==> src/design/assert_macros.svh <==
// Assertion macros used by the odometry design file.
`ifndef ASSERT_MACROS_SVH
`define ASSERT_MACROS_SVH

// Check that cons holds in the same cycle as en.
`define ASSERT_SAME(label, en, cons, msg) \
  label: assert property (@(posedge clk) disable iff (!rst_n) (en) |-> (cons)) \
    else $error(msg);

// Check that cons holds in the cycle after en.
`define ASSERT_NEXT(label, en, cons, msg) \
  label: assert property (@(posedge clk) disable iff (!rst_n) (en) |=> (cons)) \
    else $error(msg);

`endif

==> src/design/xdo_pkg.sv <==
// Types, constants and helper functions for the X-drive odometry block.
package xdo_pkg;

  typedef enum logic [2:0] {
    ST_IDLE,
    ST_MUL,
    ST_CORDIC,
    ST_DIV,
    ST_OUT
  } state_t;

  typedef enum logic [3:0] {
    OP_CK,
    OP_CG,
    OP_VX,
    OP_VY,
    OP_OM,
    OP_XC,
    OP_YS,
    OP_XS,
    OP_YC,
    OP_DX,
    OP_DY,
    OP_RATE,
    OP_DH
  } op_t;

  localparam int MAC_W    = 64;
  localparam int MPL_W    = 32;
  localparam int DQ_W     = 32;
  localparam int VEL_W    = 24;
  localparam int CS_W     = 18;
  localparam int CK_W     = 24;
  localparam int CG_W     = 28;
  localparam int W_W      = 27;
  localparam int RATE_W   = 40;
  localparam int MICROS_W = 20;
  localparam int CORDIC_N = 16;
  localparam int RADIUS_W = 16;
  localparam int GAIN_W   = 20;
  localparam int CFG_IDX_W = 2;

  localparam logic [CFG_IDX_W-1:0] CFG_RADIUS = 2'd0;
  localparam logic [CFG_IDX_W-1:0] CFG_GAIN   = 2'd1;

  localparam logic [RADIUS_W-1:0] RADIUS_RST = 16'd4162;
  localparam logic [GAIN_W-1:0]   GAIN_RST   = 20'd85178;

  localparam logic [MPL_W-1:0] K_VXY  = 32'd5931642;
  localparam logic [MPL_W-1:0] K_RATE = 32'd683565276;
  localparam logic signed [31:0] CORDIC_X0 = 32'sd652032874;
  localparam logic [MICROS_W-1:0] MICROS_LIMIT = 20'd1000000;

  function automatic logic signed [31:0] atan_entry(input logic [3:0] i);
    logic signed [31:0] a;
    case (i)
      4'd0:    a = 32'sh20000000;
      4'd1:    a = 32'sh12E4051E;
      4'd2:    a = 32'sh09FB385B;
      4'd3:    a = 32'sh051111D4;
      4'd4:    a = 32'sh028B0D43;
      4'd5:    a = 32'sh0145D7E1;
      4'd6:    a = 32'sh00A2F61E;
      4'd7:    a = 32'sh00517C55;
      4'd8:    a = 32'sh0028BE53;
      4'd9:    a = 32'sh00145F2F;
      4'd10:   a = 32'sh000A2F98;
      4'd11:   a = 32'sh000517CC;
      4'd12:   a = 32'sh00028BE6;
      4'd13:   a = 32'sh000145F3;
      4'd14:   a = 32'sh0000A2FA;
      default: a = 32'sh0000517D;
    endcase
    return a;
  endfunction

  // Round half up, then shift right arithmetically.
  function automatic logic signed [MAC_W-1:0] rsh_r(input logic signed [MAC_W-1:0] v,
                                                    input int s);
    return (v + (64'sd1 <<< (s - 1))) >>> s;
  endfunction

  function automatic logic signed [VEL_W-1:0] sat_vel(input logic signed [MAC_W-1:0] v);
    logic signed [MAC_W-1:0] hi;
    logic signed [MAC_W-1:0] lo;
    logic signed [VEL_W-1:0] r;
    hi = (64'sd1 <<< (VEL_W - 1)) - 64'sd1;
    lo = -hi - 64'sd1;
    if (v > hi) r = hi[VEL_W-1:0];
    else if (v < lo) r = lo[VEL_W-1:0];
    else r = v[VEL_W-1:0];
    return r;
  endfunction

endpackage

==> src/design/xdrive_wheel_odometry.sv <==
// X-drive wheel odometry: body velocity fit and pose integration, bit-serial datapath.
//
// Input channel in_*: one beat carries the four wheel speeds and the step time in
// microseconds. Output channel out_*: one beat per input beat with pose x/y, heading
// and the three body velocities. Configuration: cfg_wr_en writes the wheel radius
// (index 0) or the rotation gain (index 1) from cfg_data; other indexes are dropped.
// Products run through one shift-and-add multiplier that retires one multiplier bit
// a cycle and stops at the last set bit; divisions by the step scale run on a
// restoring divider; sine and cosine come from a CORDIC rotation. An item whose step is out of
// range skips the CORDIC and the pose and heading update. in_tready is high only while
// no item is in the datapath. A finished result waits in the output register, so the
// next item is taken while the receiver stalls; that item holds at its end until the
// output register is free.
// Reset clears pose and heading, loads the default radius and gain and empties the
// output register.
`include "assert_macros.svh"

module xdrive_wheel_odometry #(
  parameter int POSE_BITS  = 32,
  parameter int ANGLE_BITS = 16,
  parameter int SPEED_BITS = 24
) (
  input  logic clk,
  input  logic rst_n,
  input  logic                           cfg_wr_en,
  input  logic [xdo_pkg::CFG_IDX_W-1:0]  cfg_index,
  input  logic [xdo_pkg::GAIN_W-1:0]     cfg_data,
  input  logic                           in_tvalid,
  output logic                           in_tready,
  // speed_front_left, speed_rear_left, speed_rear_right, speed_front_right, step_micros
  input  logic [((4*SPEED_BITS+xdo_pkg::MICROS_W+7)/8)*8-1:0] in_tdata,
  output logic                           out_tvalid,
  input  logic                           out_tready,
  // pose_x, pose_y, heading, body_vel_x, body_vel_y, yaw_rate
  output logic [((2*POSE_BITS+ANGLE_BITS+3*xdo_pkg::VEL_W+7)/8)*8-1:0] out_tdata
);

  localparam int SUM_W   = SPEED_BITS + 2;
  localparam int OUT_RAW = 2 * POSE_BITS + ANGLE_BITS + 3 * xdo_pkg::VEL_W;
  localparam int OUT_W   = ((OUT_RAW + 7) / 8) * 8;
  localparam logic [xdo_pkg::MAC_W-1:0] DIV_POSE = 64'd1000000;
  localparam logic [xdo_pkg::MAC_W-1:0] DIV_HEAD = 64'd1000000 << (32 - ANGLE_BITS);

  function automatic logic signed [POSE_BITS-1:0] sat_pose(
    input logic signed [xdo_pkg::MAC_W-1:0] v);
    logic signed [xdo_pkg::MAC_W-1:0] hi;
    logic signed [xdo_pkg::MAC_W-1:0] lo;
    logic signed [POSE_BITS-1:0] r;
    hi = (64'sd1 <<< (POSE_BITS - 1)) - 64'sd1;
    lo = -hi - 64'sd1;
    if (v > hi) r = hi[POSE_BITS-1:0];
    else if (v < lo) r = lo[POSE_BITS-1:0];
    else r = v[POSE_BITS-1:0];
    return r;
  endfunction

  xdo_pkg::state_t state_r, state_nxt;
  xdo_pkg::op_t    op_r, op_nxt;

  logic [xdo_pkg::RADIUS_W-1:0] radius_r, radius_nxt;
  logic [xdo_pkg::GAIN_W-1:0]   gain_r, gain_nxt;

  logic signed [xdo_pkg::MAC_W-1:0] acc_r, acc_nxt;
  logic signed [xdo_pkg::MAC_W-1:0] mcand_r, mcand_nxt;
  logic [xdo_pkg::MPL_W-1:0]        mplier_r, mplier_nxt;
  logic                             neg_r, neg_nxt;

  logic signed [SUM_W-1:0] sx_r, sx_nxt, sy_r, sy_nxt, sw_r, sw_nxt;
  logic [xdo_pkg::MICROS_W-1:0] micros_r, micros_nxt;
  logic step_ok_r, step_ok_nxt;
  logic [xdo_pkg::CK_W-1:0] ck_r, ck_nxt;
  logic [xdo_pkg::CG_W-1:0] cg_r, cg_nxt;
  logic signed [xdo_pkg::VEL_W-1:0] vx_r, vx_nxt, vy_r, vy_nxt, om_r, om_nxt;
  logic signed [xdo_pkg::CS_W-1:0] c_r, c_nxt, s_r, s_nxt;
  logic signed [xdo_pkg::W_W-1:0] wx_r, wx_nxt, wy_r, wy_nxt;

  logic signed [31:0] cx_r, cx_nxt, cy_r, cy_nxt, cz_r, cz_nxt;
  logic [3:0] it_r, it_nxt;
  logic flip_r, flip_nxt;

  logic [xdo_pkg::MAC_W-1:0] rem_r, rem_nxt;
  logic [xdo_pkg::DQ_W-1:0]  dq_r, dq_nxt;
  logic [5:0]                dcnt_r, dcnt_nxt;
  logic                      dneg_r, dneg_nxt;

  logic signed [POSE_BITS-1:0] pos_x_r, pos_x_nxt, pos_y_r, pos_y_nxt;
  logic [ANGLE_BITS-1:0] head_r, head_nxt;

  logic out_valid_r, out_valid_nxt;
  logic [OUT_W-1:0] out_data_r, out_data_nxt;

  logic signed [SPEED_BITS-1:0] fl, rl, rr, fr;
  logic [xdo_pkg::MICROS_W-1:0] in_micros;

  assign fl = in_tdata[SPEED_BITS-1:0];
  assign rl = in_tdata[2*SPEED_BITS-1:SPEED_BITS];
  assign rr = in_tdata[3*SPEED_BITS-1:2*SPEED_BITS];
  assign fr = in_tdata[4*SPEED_BITS-1:3*SPEED_BITS];
  assign in_micros = in_tdata[4*SPEED_BITS +: xdo_pkg::MICROS_W];

  assign in_tready  = (state_r == xdo_pkg::ST_IDLE);
  assign out_tvalid = out_valid_r;
  assign out_tdata  = out_data_r;

  logic                             ld_en, ld_clr, ld_neg;
  logic signed [xdo_pkg::MAC_W-1:0] ld_a;
  logic [xdo_pkg::MPL_W-1:0]        ld_b;
  xdo_pkg::op_t                     ld_op;
  logic                             dv_en;
  logic [xdo_pkg::MAC_W-1:0]        dvsr, mag, trial;
  logic signed [xdo_pkg::MAC_W-1:0] dlt;
  logic signed [31:0]               nx, ny, sh_x, sh_y, c_full, s_full;
  logic signed [xdo_pkg::CS_W-1:0]  c_w, s_w, c_abs, s_abs;
  logic signed [xdo_pkg::MAC_W-1:0] rate_w;
  logic signed [31:0]               z32;
  logic                             head_upd;

  always_comb begin
    state_nxt     = state_r;
    op_nxt        = op_r;
    radius_nxt    = radius_r;
    gain_nxt      = gain_r;
    acc_nxt       = acc_r;
    mcand_nxt     = mcand_r;
    mplier_nxt    = mplier_r;
    neg_nxt       = neg_r;
    sx_nxt        = sx_r;
    sy_nxt        = sy_r;
    sw_nxt        = sw_r;
    micros_nxt    = micros_r;
    step_ok_nxt   = step_ok_r;
    ck_nxt        = ck_r;
    cg_nxt        = cg_r;
    vx_nxt        = vx_r;
    vy_nxt        = vy_r;
    om_nxt        = om_r;
    c_nxt         = c_r;
    s_nxt         = s_r;
    wx_nxt        = wx_r;
    wy_nxt        = wy_r;
    cx_nxt        = cx_r;
    cy_nxt        = cy_r;
    cz_nxt        = cz_r;
    it_nxt        = it_r;
    flip_nxt      = flip_r;
    rem_nxt       = rem_r;
    dq_nxt        = dq_r;
    dcnt_nxt      = dcnt_r;
    dneg_nxt      = dneg_r;
    pos_x_nxt     = pos_x_r;
    pos_y_nxt     = pos_y_r;
    head_nxt      = head_r;
    out_valid_nxt = out_valid_r && !out_tready;
    out_data_nxt  = out_data_r;
    ld_en  = 1'b0;
    ld_clr = 1'b1;
    ld_neg = 1'b0;
    ld_a   = '0;
    ld_b   = '0;
    ld_op  = op_r;
    dv_en  = 1'b0;
    head_upd = 1'b0;

    dvsr  = (op_r == xdo_pkg::OP_DH) ? DIV_HEAD : DIV_POSE;
    mag   = ((acc_r < 0) ? 64'(-acc_r) : 64'(acc_r)) + (dvsr >> 1);
    trial = {rem_r[xdo_pkg::MAC_W-2:0], dq_r[xdo_pkg::DQ_W-1]};
    dlt   = dneg_r ? -$signed({32'd0, dq_r}) : $signed({32'd0, dq_r});

    sh_x   = cx_r >>> it_r;
    sh_y   = cy_r >>> it_r;
    nx     = cz_r[31] ? (cx_r + sh_y) : (cx_r - sh_y);
    ny     = cz_r[31] ? (cy_r - sh_x) : (cy_r + sh_x);
    c_full = (nx + 32'sd8192) >>> 14;
    s_full = (ny + 32'sd8192) >>> 14;
    c_w    = xdo_pkg::CS_W'(flip_r ? -c_full : c_full);
    s_w    = xdo_pkg::CS_W'(flip_r ? -s_full : s_full);
    c_abs  = c_r[xdo_pkg::CS_W-1] ? -c_r : c_r;
    s_abs  = s_r[xdo_pkg::CS_W-1] ? -s_r : s_r;
    rate_w = xdo_pkg::rsh_r(acc_r, 16);
    z32    = {head_r, (32 - ANGLE_BITS)'(0)};

    if (cfg_wr_en) begin
      unique case (cfg_index)
        xdo_pkg::CFG_RADIUS: radius_nxt = cfg_data[xdo_pkg::RADIUS_W-1:0];
        xdo_pkg::CFG_GAIN:   gain_nxt   = cfg_data;
        default: ;
      endcase
    end

    unique case (state_r)
      xdo_pkg::ST_IDLE: begin
        if (in_tvalid) begin
          sx_nxt = SUM_W'(fl) + SUM_W'(rl) + SUM_W'(rr) + SUM_W'(fr);
          sy_nxt = -SUM_W'(fl) + SUM_W'(rl) - SUM_W'(rr) + SUM_W'(fr);
          sw_nxt = -SUM_W'(fl) - SUM_W'(rl) + SUM_W'(rr) + SUM_W'(fr);
          micros_nxt  = in_micros;
          step_ok_nxt = (in_micros != '0) && (in_micros < xdo_pkg::MICROS_LIMIT);
          ld_en = 1'b1;
          ld_a  = $signed(64'(radius_r));
          ld_b  = xdo_pkg::K_VXY;
          ld_op = xdo_pkg::OP_CK;
        end
      end
      xdo_pkg::ST_MUL: begin
        if (mplier_r != '0) begin
          if (mplier_r[0]) acc_nxt = neg_r ? (acc_r - mcand_r) : (acc_r + mcand_r);
          mcand_nxt  = mcand_r <<< 1;
          mplier_nxt = mplier_r >> 1;
        end else begin
          unique case (op_r)
            xdo_pkg::OP_CK: begin
              ck_nxt = xdo_pkg::CK_W'(xdo_pkg::rsh_r(acc_r, 16));
              ld_en = 1'b1;
              ld_a  = $signed(64'(radius_r));
              ld_b  = 32'(gain_r);
              ld_op = xdo_pkg::OP_CG;
            end
            xdo_pkg::OP_CG: begin
              cg_nxt = xdo_pkg::CG_W'(xdo_pkg::rsh_r(acc_r, 8));
              ld_en = 1'b1;
              ld_a  = 64'(sx_r);
              ld_b  = 32'(ck_r);
              ld_op = xdo_pkg::OP_VX;
            end
            xdo_pkg::OP_VX: begin
              vx_nxt = xdo_pkg::sat_vel(xdo_pkg::rsh_r(acc_r, 20));
              ld_en = 1'b1;
              ld_a  = 64'(sy_r);
              ld_b  = 32'(ck_r);
              ld_op = xdo_pkg::OP_VY;
            end
            xdo_pkg::OP_VY: begin
              vy_nxt = xdo_pkg::sat_vel(xdo_pkg::rsh_r(acc_r, 20));
              ld_en = 1'b1;
              ld_a  = 64'(sw_r);
              ld_b  = 32'(cg_r);
              ld_op = xdo_pkg::OP_OM;
            end
            xdo_pkg::OP_OM: begin
              om_nxt = xdo_pkg::sat_vel(xdo_pkg::rsh_r(acc_r, 20));
              if (step_ok_r) begin
                flip_nxt  = z32[31] ^ z32[30];
                cz_nxt    = (z32[31] ^ z32[30]) ? (z32 ^ 32'sh80000000) : z32;
                cx_nxt    = xdo_pkg::CORDIC_X0;
                cy_nxt    = '0;
                it_nxt    = '0;
                state_nxt = xdo_pkg::ST_CORDIC;
              end else begin
                state_nxt = xdo_pkg::ST_OUT;
              end
            end
            xdo_pkg::OP_XC: begin
              ld_en  = 1'b1;
              ld_clr = 1'b0;
              ld_a   = 64'(vy_r);
              ld_b   = 32'(s_abs);
              ld_neg = ~s_r[xdo_pkg::CS_W-1];
              ld_op  = xdo_pkg::OP_YS;
            end
            xdo_pkg::OP_YS: begin
              wx_nxt = xdo_pkg::W_W'(xdo_pkg::rsh_r(acc_r, 16));
              ld_en  = 1'b1;
              ld_a   = 64'(vx_r);
              ld_b   = 32'(s_abs);
              ld_neg = s_r[xdo_pkg::CS_W-1];
              ld_op  = xdo_pkg::OP_XS;
            end
            xdo_pkg::OP_XS: begin
              ld_en  = 1'b1;
              ld_clr = 1'b0;
              ld_a   = 64'(vy_r);
              ld_b   = 32'(c_abs);
              ld_neg = c_r[xdo_pkg::CS_W-1];
              ld_op  = xdo_pkg::OP_YC;
            end
            xdo_pkg::OP_YC: begin
              wy_nxt = xdo_pkg::W_W'(xdo_pkg::rsh_r(acc_r, 16));
              ld_en = 1'b1;
              ld_a  = 64'(wx_r);
              ld_b  = 32'(micros_r);
              ld_op = xdo_pkg::OP_DX;
            end
            xdo_pkg::OP_RATE: begin
              ld_en = 1'b1;
              ld_a  = 64'(xdo_pkg::RATE_W'(rate_w));
              ld_b  = 32'(micros_r);
              ld_op = xdo_pkg::OP_DH;
            end
            xdo_pkg::OP_DX, xdo_pkg::OP_DY, xdo_pkg::OP_DH: begin
              dv_en = 1'b1;
            end
            default: state_nxt = xdo_pkg::ST_OUT;
          endcase
        end
      end
      xdo_pkg::ST_CORDIC: begin
        cx_nxt = nx;
        cy_nxt = ny;
        cz_nxt = cz_r[31] ? (cz_r + xdo_pkg::atan_entry(it_r))
                          : (cz_r - xdo_pkg::atan_entry(it_r));
        it_nxt = it_r + 4'd1;
        if (it_r == 4'(xdo_pkg::CORDIC_N - 1)) begin
          c_nxt  = c_w;
          s_nxt  = s_w;
          ld_en  = 1'b1;
          ld_a   = 64'(vx_r);
          ld_b   = 32'(c_w[xdo_pkg::CS_W-1] ? -c_w : c_w);
          ld_neg = c_w[xdo_pkg::CS_W-1];
          ld_op  = xdo_pkg::OP_XC;
        end
      end
      xdo_pkg::ST_DIV: begin
        if (dcnt_r != '0) begin
          if (trial >= dvsr) begin
            rem_nxt = trial - dvsr;
            dq_nxt  = {dq_r[xdo_pkg::DQ_W-2:0], 1'b1};
          end else begin
            rem_nxt = trial;
            dq_nxt  = {dq_r[xdo_pkg::DQ_W-2:0], 1'b0};
          end
          dcnt_nxt = dcnt_r - 6'd1;
        end else begin
          unique case (op_r)
            xdo_pkg::OP_DX: begin
              pos_x_nxt = sat_pose(64'(pos_x_r) + dlt);
              ld_en = 1'b1;
              ld_a  = 64'(wy_r);
              ld_b  = 32'(micros_r);
              ld_op = xdo_pkg::OP_DY;
            end
            xdo_pkg::OP_DY: begin
              pos_y_nxt = sat_pose(64'(pos_y_r) + dlt);
              ld_en = 1'b1;
              ld_a  = 64'(om_r);
              ld_b  = xdo_pkg::K_RATE;
              ld_op = xdo_pkg::OP_RATE;
            end
            xdo_pkg::OP_DH: begin
              head_upd  = 1'b1;
              head_nxt  = dneg_r ? (head_r - dq_r[ANGLE_BITS-1:0])
                                 : (head_r + dq_r[ANGLE_BITS-1:0]);
              state_nxt = xdo_pkg::ST_OUT;
            end
            default: state_nxt = xdo_pkg::ST_OUT;
          endcase
        end
      end
      xdo_pkg::ST_OUT: begin
        if (!out_valid_r || out_tready) begin
          out_valid_nxt = 1'b1;
          out_data_nxt  = OUT_W'({om_r, vy_r, vx_r, head_r, pos_y_r, pos_x_r});
          state_nxt     = xdo_pkg::ST_IDLE;
        end
      end
      default: state_nxt = xdo_pkg::ST_IDLE;
    endcase

    if (ld_en) begin
      if (ld_clr) acc_nxt = '0;
      mcand_nxt  = ld_a;
      mplier_nxt = ld_b;
      neg_nxt    = ld_neg;
      op_nxt     = ld_op;
      state_nxt  = xdo_pkg::ST_MUL;
    end
    if (dv_en) begin
      dneg_nxt  = acc_r[xdo_pkg::MAC_W-1];
      rem_nxt   = mag >> xdo_pkg::DQ_W;
      dq_nxt    = mag[xdo_pkg::DQ_W-1:0];
      dcnt_nxt  = 6'(xdo_pkg::DQ_W);
      state_nxt = xdo_pkg::ST_DIV;
    end
  end

  always_ff @(posedge clk) begin
    if (!rst_n) begin
      state_r     <= xdo_pkg::ST_IDLE;
      op_r        <= xdo_pkg::OP_CK;
      radius_r    <= xdo_pkg::RADIUS_RST;
      gain_r      <= xdo_pkg::GAIN_RST;
      pos_x_r     <= '0;
      pos_y_r     <= '0;
      head_r      <= '0;
      out_valid_r <= 1'b0;
    end else begin
      state_r     <= state_nxt;
      op_r        <= op_nxt;
      radius_r    <= radius_nxt;
      gain_r      <= gain_nxt;
      pos_x_r     <= pos_x_nxt;
      pos_y_r     <= pos_y_nxt;
      head_r      <= head_nxt;
      out_valid_r <= out_valid_nxt;
    end
  end

  always_ff @(posedge clk) begin
    acc_r      <= acc_nxt;
    mcand_r    <= mcand_nxt;
    mplier_r   <= mplier_nxt;
    neg_r      <= neg_nxt;
    sx_r       <= sx_nxt;
    sy_r       <= sy_nxt;
    sw_r       <= sw_nxt;
    micros_r   <= micros_nxt;
    step_ok_r  <= step_ok_nxt;
    ck_r       <= ck_nxt;
    cg_r       <= cg_nxt;
    vx_r       <= vx_nxt;
    vy_r       <= vy_nxt;
    om_r       <= om_nxt;
    c_r        <= c_nxt;
    s_r        <= s_nxt;
    wx_r       <= wx_nxt;
    wy_r       <= wy_nxt;
    cx_r       <= cx_nxt;
    cy_r       <= cy_nxt;
    cz_r       <= cz_nxt;
    it_r       <= it_nxt;
    flip_r     <= flip_nxt;
    rem_r      <= rem_nxt;
    dq_r       <= dq_nxt;
    dcnt_r     <= dcnt_nxt;
    dneg_r     <= dneg_nxt;
    out_data_r <= out_data_nxt;
  end

  `ASSERT_NEXT(a_busy_after_accept, in_tvalid && in_tready, !in_tready, "accepted twice")
  `ASSERT_SAME(a_out_from_end, $rose(out_valid_r), $past(state_r == xdo_pkg::ST_OUT),
               "result raised outside end state")
  `ASSERT_NEXT(a_head_hold, rst_n && !head_upd, $stable(head_r),
               "heading moved without update")

endmodule

==> config.mk <==
export PLATFORM = sky130hd
export DESIGN_NAME = xdrive_wheel_odometry
export DESIGN_NICKNAME = d
export VERILOG_FILES = /design/src/design/xdo_pkg.sv /design/src/design/xdrive_wheel_odometry.sv
export VERILOG_INCLUDE_DIRS = /design/src /design/src/design
export SDC_FILE = /design/constraint.sdc
export NUM_CORES = 2
export LEC_CHECK = 0
export BUFFER_PORTS_ARGS = -buffer_cell sky130_fd_sc_hd__buf_2
export CAP_MARGIN = 5
export CELL_PAD_IN_SITES_DETAIL_PLACEMENT = 0
export CELL_PAD_IN_SITES_GLOBAL_PLACEMENT = 1
export CORE_MARGIN = 2
export CORE_UTILIZATION = 45
export DETAILED_ROUTE_END_ITERATION = 8
export GPL_ROUTABILITY_DRIVEN = 1
export GPL_TIMING_DRIVEN = 0
export PLACE_DENSITY_LB_ADDON = 0.1
export SYNTH_ARGS = -nofsm -noshare
export SYNTH_HDL_FRONTEND = slang
export SYNTH_SLANG_ARGS = --single-unit
==> constraint.sdc <==
create_clock -name clk -period 8.5 [get_ports clk]
set_input_delay 0.425 -clock clk [delete_from_list [all_inputs] [get_ports clk]]
set_output_delay 0.425 -clock clk [all_outputs]
set_load 0.02 [all_outputs]
==> run summary <==
The share of the clock period used by the worst path was 1.00; the flip-flop and latch area was 0.0270 sq mm. The count of final max-slew check failures is 0, and the detail-routed net length per standard cell is 25.7 microns. The critical path's most frequent cell is sky130_fd_sc_hd__or3_4. For this run, the slowest stage of the critical path takes 0.56 ns.

The post-synthesis instance area came out at 0.0785 sq mm. The number of cells on the worst reg-to-reg path is 30. The clock arrives with 0.0994 ns of skew. After layout, the minimum clock period comes to 8.52 ns. The checks that failed: design-rule violations, negative setup slack. For the internal power, the log shows 18.4 mW. The power dissipated by switching net loads is 17.7 mW, and the pre-CTS setup slack is -2.50 ns. The count of buffers from port buffering is 295. The remaining max-slew budget at the tightest pin came out at 0.0472. Sequential share of power: 0.215. Total of warnings raised by yosys: 0. The tools report the number of fillers in the final layout as 16300. The via count of the first global-routing pass was 69700; the detailed-routing iteration count for the pre-antenna-repair pass was 9.

The number of hold violations in the final report came out at 0. After clock tree synthesis, the clock-pin slew on the worst setup and hold paths is 0.07 ns. The share of cells above drive strength 1 works out to 0.114.

The first global-routing pass estimated 444000 microns of wire. The measured slew at the worst slew-check pin is 1.43 ns. Measured along the y axis, the die boundary spans 422 microns.

In the routed layout, each cell is associated on average with a via count of 6.14. The power share of the combinational group was 0.630. The number of enable-type register cells in the synthesized netlist is 728. The setup TNS was -0.111 ns; the number of buffers created by CTS was 114. Max-cap violations in this run came to 0. The mux cell area share after synthesis works out to 0.0300. During I/O placement, the number of pins put on the boundary was 301. The placed instances occupy a cell area of 0.0835 sq mm. The tools report the number of rows in the core area as 153. Setup repair after global routing could not meet its margin everywhere. Overall power consumption after layout is estimated at 36.2 mW. In the post-synthesis netlist, the biggest area contributors are sky130_fd_sc_hd__edfxtp_1 (28%), sky130_fd_sc_hd__ha_1 (6.9%), sky130_fd_sc_hd__dfxtp_1 (6.5%). The switching share of power works out to 0.490. The logs give 3 for the deepest clock path buffer count and 0.343 for the share of the yosys chip area belonging to registers. The number of nets in the layout is 10100, and the layout-stage area growth over the synthesis result is 14.9%. The fmax is 0.117 GHz, and the peak supply drop is 0.452 mV. The wire-length estimate of the detail-placed layout is 238000 microns. The tools report the number of unique standard cell types used by synthesis as 107. The die covers 0.178 sq mm.

The number of cells produced by synthesis was 8797; the initial detailed-routing violation count was 7483. Most repeated cell in the gate-level netlist after synthesis: sky130_fd_sc_hd__nand2_1. The utilization of the core after routing is 0.520, and the total wire length after detailed routing is 301000 microns.

Worst endpoint required time: 9.17 ns. For the initial antenna violation count, the log shows 7. The setup path with the least slack is of type reg2reg. The worst setup path is launched from a flip-flop. By count the netlist is led by sky130_fd_sc_hd__nand2_1 (872), sky130_fd_sc_hd__edfxtp_1 (728), sky130_fd_sc_hd__a21oi_1 (701). The fraction of post-synthesis cell area in the top cell type by area was 0.278; the die width was 422 microns.

Setup violations remaining at the end of the flow were counted as 17. For the weighted congestion reported at the end of routability-driven placement, the log shows 0.969. For the clock network fraction of design power, the log shows 0.155. Counting every net in the synthesized netlist gives 9531. Power per unit of standard cell area: 401 mW/mm^2. The main combinational cell family by area after synthesis was compound AO/OA/AOI/OAI gates.

Cell accounting for the most synthesized area: sky130_fd_sc_hd__edfxtp_1. Arrival time reported for the critical path endpoint: 9.19 ns. The clock reaches the later pin of the worst-skew pair after 0.84 ns.

The finished cells cover 0.0902 sq mm. For the multi-input gate area in the final layout, the log shows 0.0497 sq mm. The total area inside the core boundary comes to 0.174 sq mm.

The fraction of synthesized cell area in xor and xnor cells came out at 0.0956. The total global routing track utilization is 0.326. The H-tree was split into 3 levels. Dividing the synthesized area by the synthesized cell count gives 8.93 sq um.

The main flop type after synthesis was sky130_fd_sc_hd__edfxtp_1. The simple-gate area share of the yosys netlist works out to 0.176. Critical path endpoint category: a flip-flop. The tools report the clock tree root buffer cell as sky130_fd_sc_hd__clkbuf_16.

TritonCTS built the clock tree. The analysis attributes to cell leakage a power of 35.0 nW. For the total number of vias, the log shows 72100. The min-delay analysis places its worst path in the category in2reg.

The adder-cell share of the synthesized area came out at 0.108. The flow ran to the end, but the final reports show violations. After global routing the overflow that remains totals 0. The starting utilization of the core area is 0.452, and the total of flip-flops plus latches after synthesis is 983. Entering global routing, the biggest net connects 82 pins.

The clock net in this run drives a total of 983 sinks. Fraction of registers with async set or reset after synthesis: 0. The tools report the worst setup slack after layout as -0.0216 ns.

For this run, design rule violations remaining after detail routing come to 2. The depth of the worst hold-timing path is 2. The number of nets with antenna violations after detailed routing was 0; the top fanout value on the critical path was 7.

For this design, the slowest cell found on the critical path is sky130_fd_sc_hd__or4_4. Fraction of the mapped netlist area in compound gates: 0.205.
through the flow:
| step | hold slack (ns) | std cells |
|---|---|---|
| after floorplan | 0.425 | 8797 |
| after global placement | 0.430 | 11400 |
| after detailed placement | 0.440 | 11400 |
| after CTS | 0.0183 | 11700 |
| after global routing | 0.0404 | 11700 |
| final | 0.0548 | 11700 |
registers in the layout, indices dropped and copies added, names as in the netlist, 63 cells and up, named ones only:
name       flops
rem_r         63
out_tdata    152
acc_r         64
mcand_r       64
logic make-up (layout without fill, tap and decap cells):
group	count (synthesis)	count (layout)
AND/OR/NAND/NOR	2864	2864
AO/OA/AOI/OAI	2495	2495
flip-flops	983	983
buffers and inverters	860	1481
XOR/XNOR	855	855
adder cells (fa/ha/maj)	588	588
multiplexers	152	152
other	0	2
layer usage:
metal | vias up | GRT usage | share of wire
li1 | 33400 | - | -
met1 | 35100 | 0.428 | 0.42
met2 | 2947 | 0.525 | 0.45
met3 | 656 | 0.0480 | 0.067
met4 | 2 | 0.161 | 0.056
met5 | - | 0 | 0.000043
what timing repair did:
action	4_1_cts	5_1_grt
setup endpoints to repair	109	110
endpoints found under the hold margin	58	0
pin swaps	19	42
gates cloned	0	4
resized for setup	135	247
buffers inserted	18	38
hold buffers	49	0
critical path, delay by kind of cell (launching register included):
kind	cells	cell delay, ns
adder cells (fa/ha/maj)	1	0.31
XOR/XNOR	1	0.19
buffers and inverters	5	0.75
AO/OA/AOI/OAI	6	1.37
AND/OR/NAND/NOR	17	5.29
flip-flops	1	0.48
cell type report:
type / count / share of cell area
Timing Repair Buffer: 434 / 0.0335
Inverter: 418 / 0.0174
Clock buffer: 133 / 0.0332
Buffer: 413 / 0.0199
Sequential cell: 983 / 0.299
Tap cell: 2325 / 0.0322
Multi-Input combinational cell: 6954 / 0.551
Antenna cell: 2 / 0.0000555
Clock inverter: 83 / 0.0137
final timing paths:
| check | startpoint | endpoint | slack, ns |
|---|---|---|---|
| worst max-delay path | dq_r[0] | pos_x_r[4] | -0.02 |
| worst min-delay path | in_tdata[24] | sy_r[0] | 0.05 |
| worst max register to register | dq_r[0] | pos_x_r[4] | -0.02 |
| worst min register to register | vy_r[6] | out_tdata[110] | 0.43 |
power groups by stage:
stage	Clock (mW)	Sequential [mW]	Combinational [mW]
floorplan	0	7.55	15.7
global placement	0	8.01	21.3
detailed placement	0	7.83	21.6
CTS	5.68	7.75	21.9
global route	5.86	7.83	24.9
finish	5.62	7.77	22.8
cells in the final DEF, fill, tap and decap left out, types with 236 or more instances in the layout:
cell,n
sky130_fd_sc_hd__a21oi_1,666
sky130_fd_sc_hd__buf_2,312
sky130_fd_sc_hd__clkbuf_1,335
sky130_fd_sc_hd__dfxtp_1,254
sky130_fd_sc_hd__edfxtp_1,728
sky130_fd_sc_hd__ha_1,406
sky130_fd_sc_hd__inv_1,406
sky130_fd_sc_hd__nand2_1,869
sky130_fd_sc_hd__nand3_1,236
sky130_fd_sc_hd__nor2_1,675
sky130_fd_sc_hd__o21ai_0,538
sky130_fd_sc_hd__xnor2_1,544
sky130_fd_sc_hd__xor2_1,287
(Power assumes the default switching activity.)
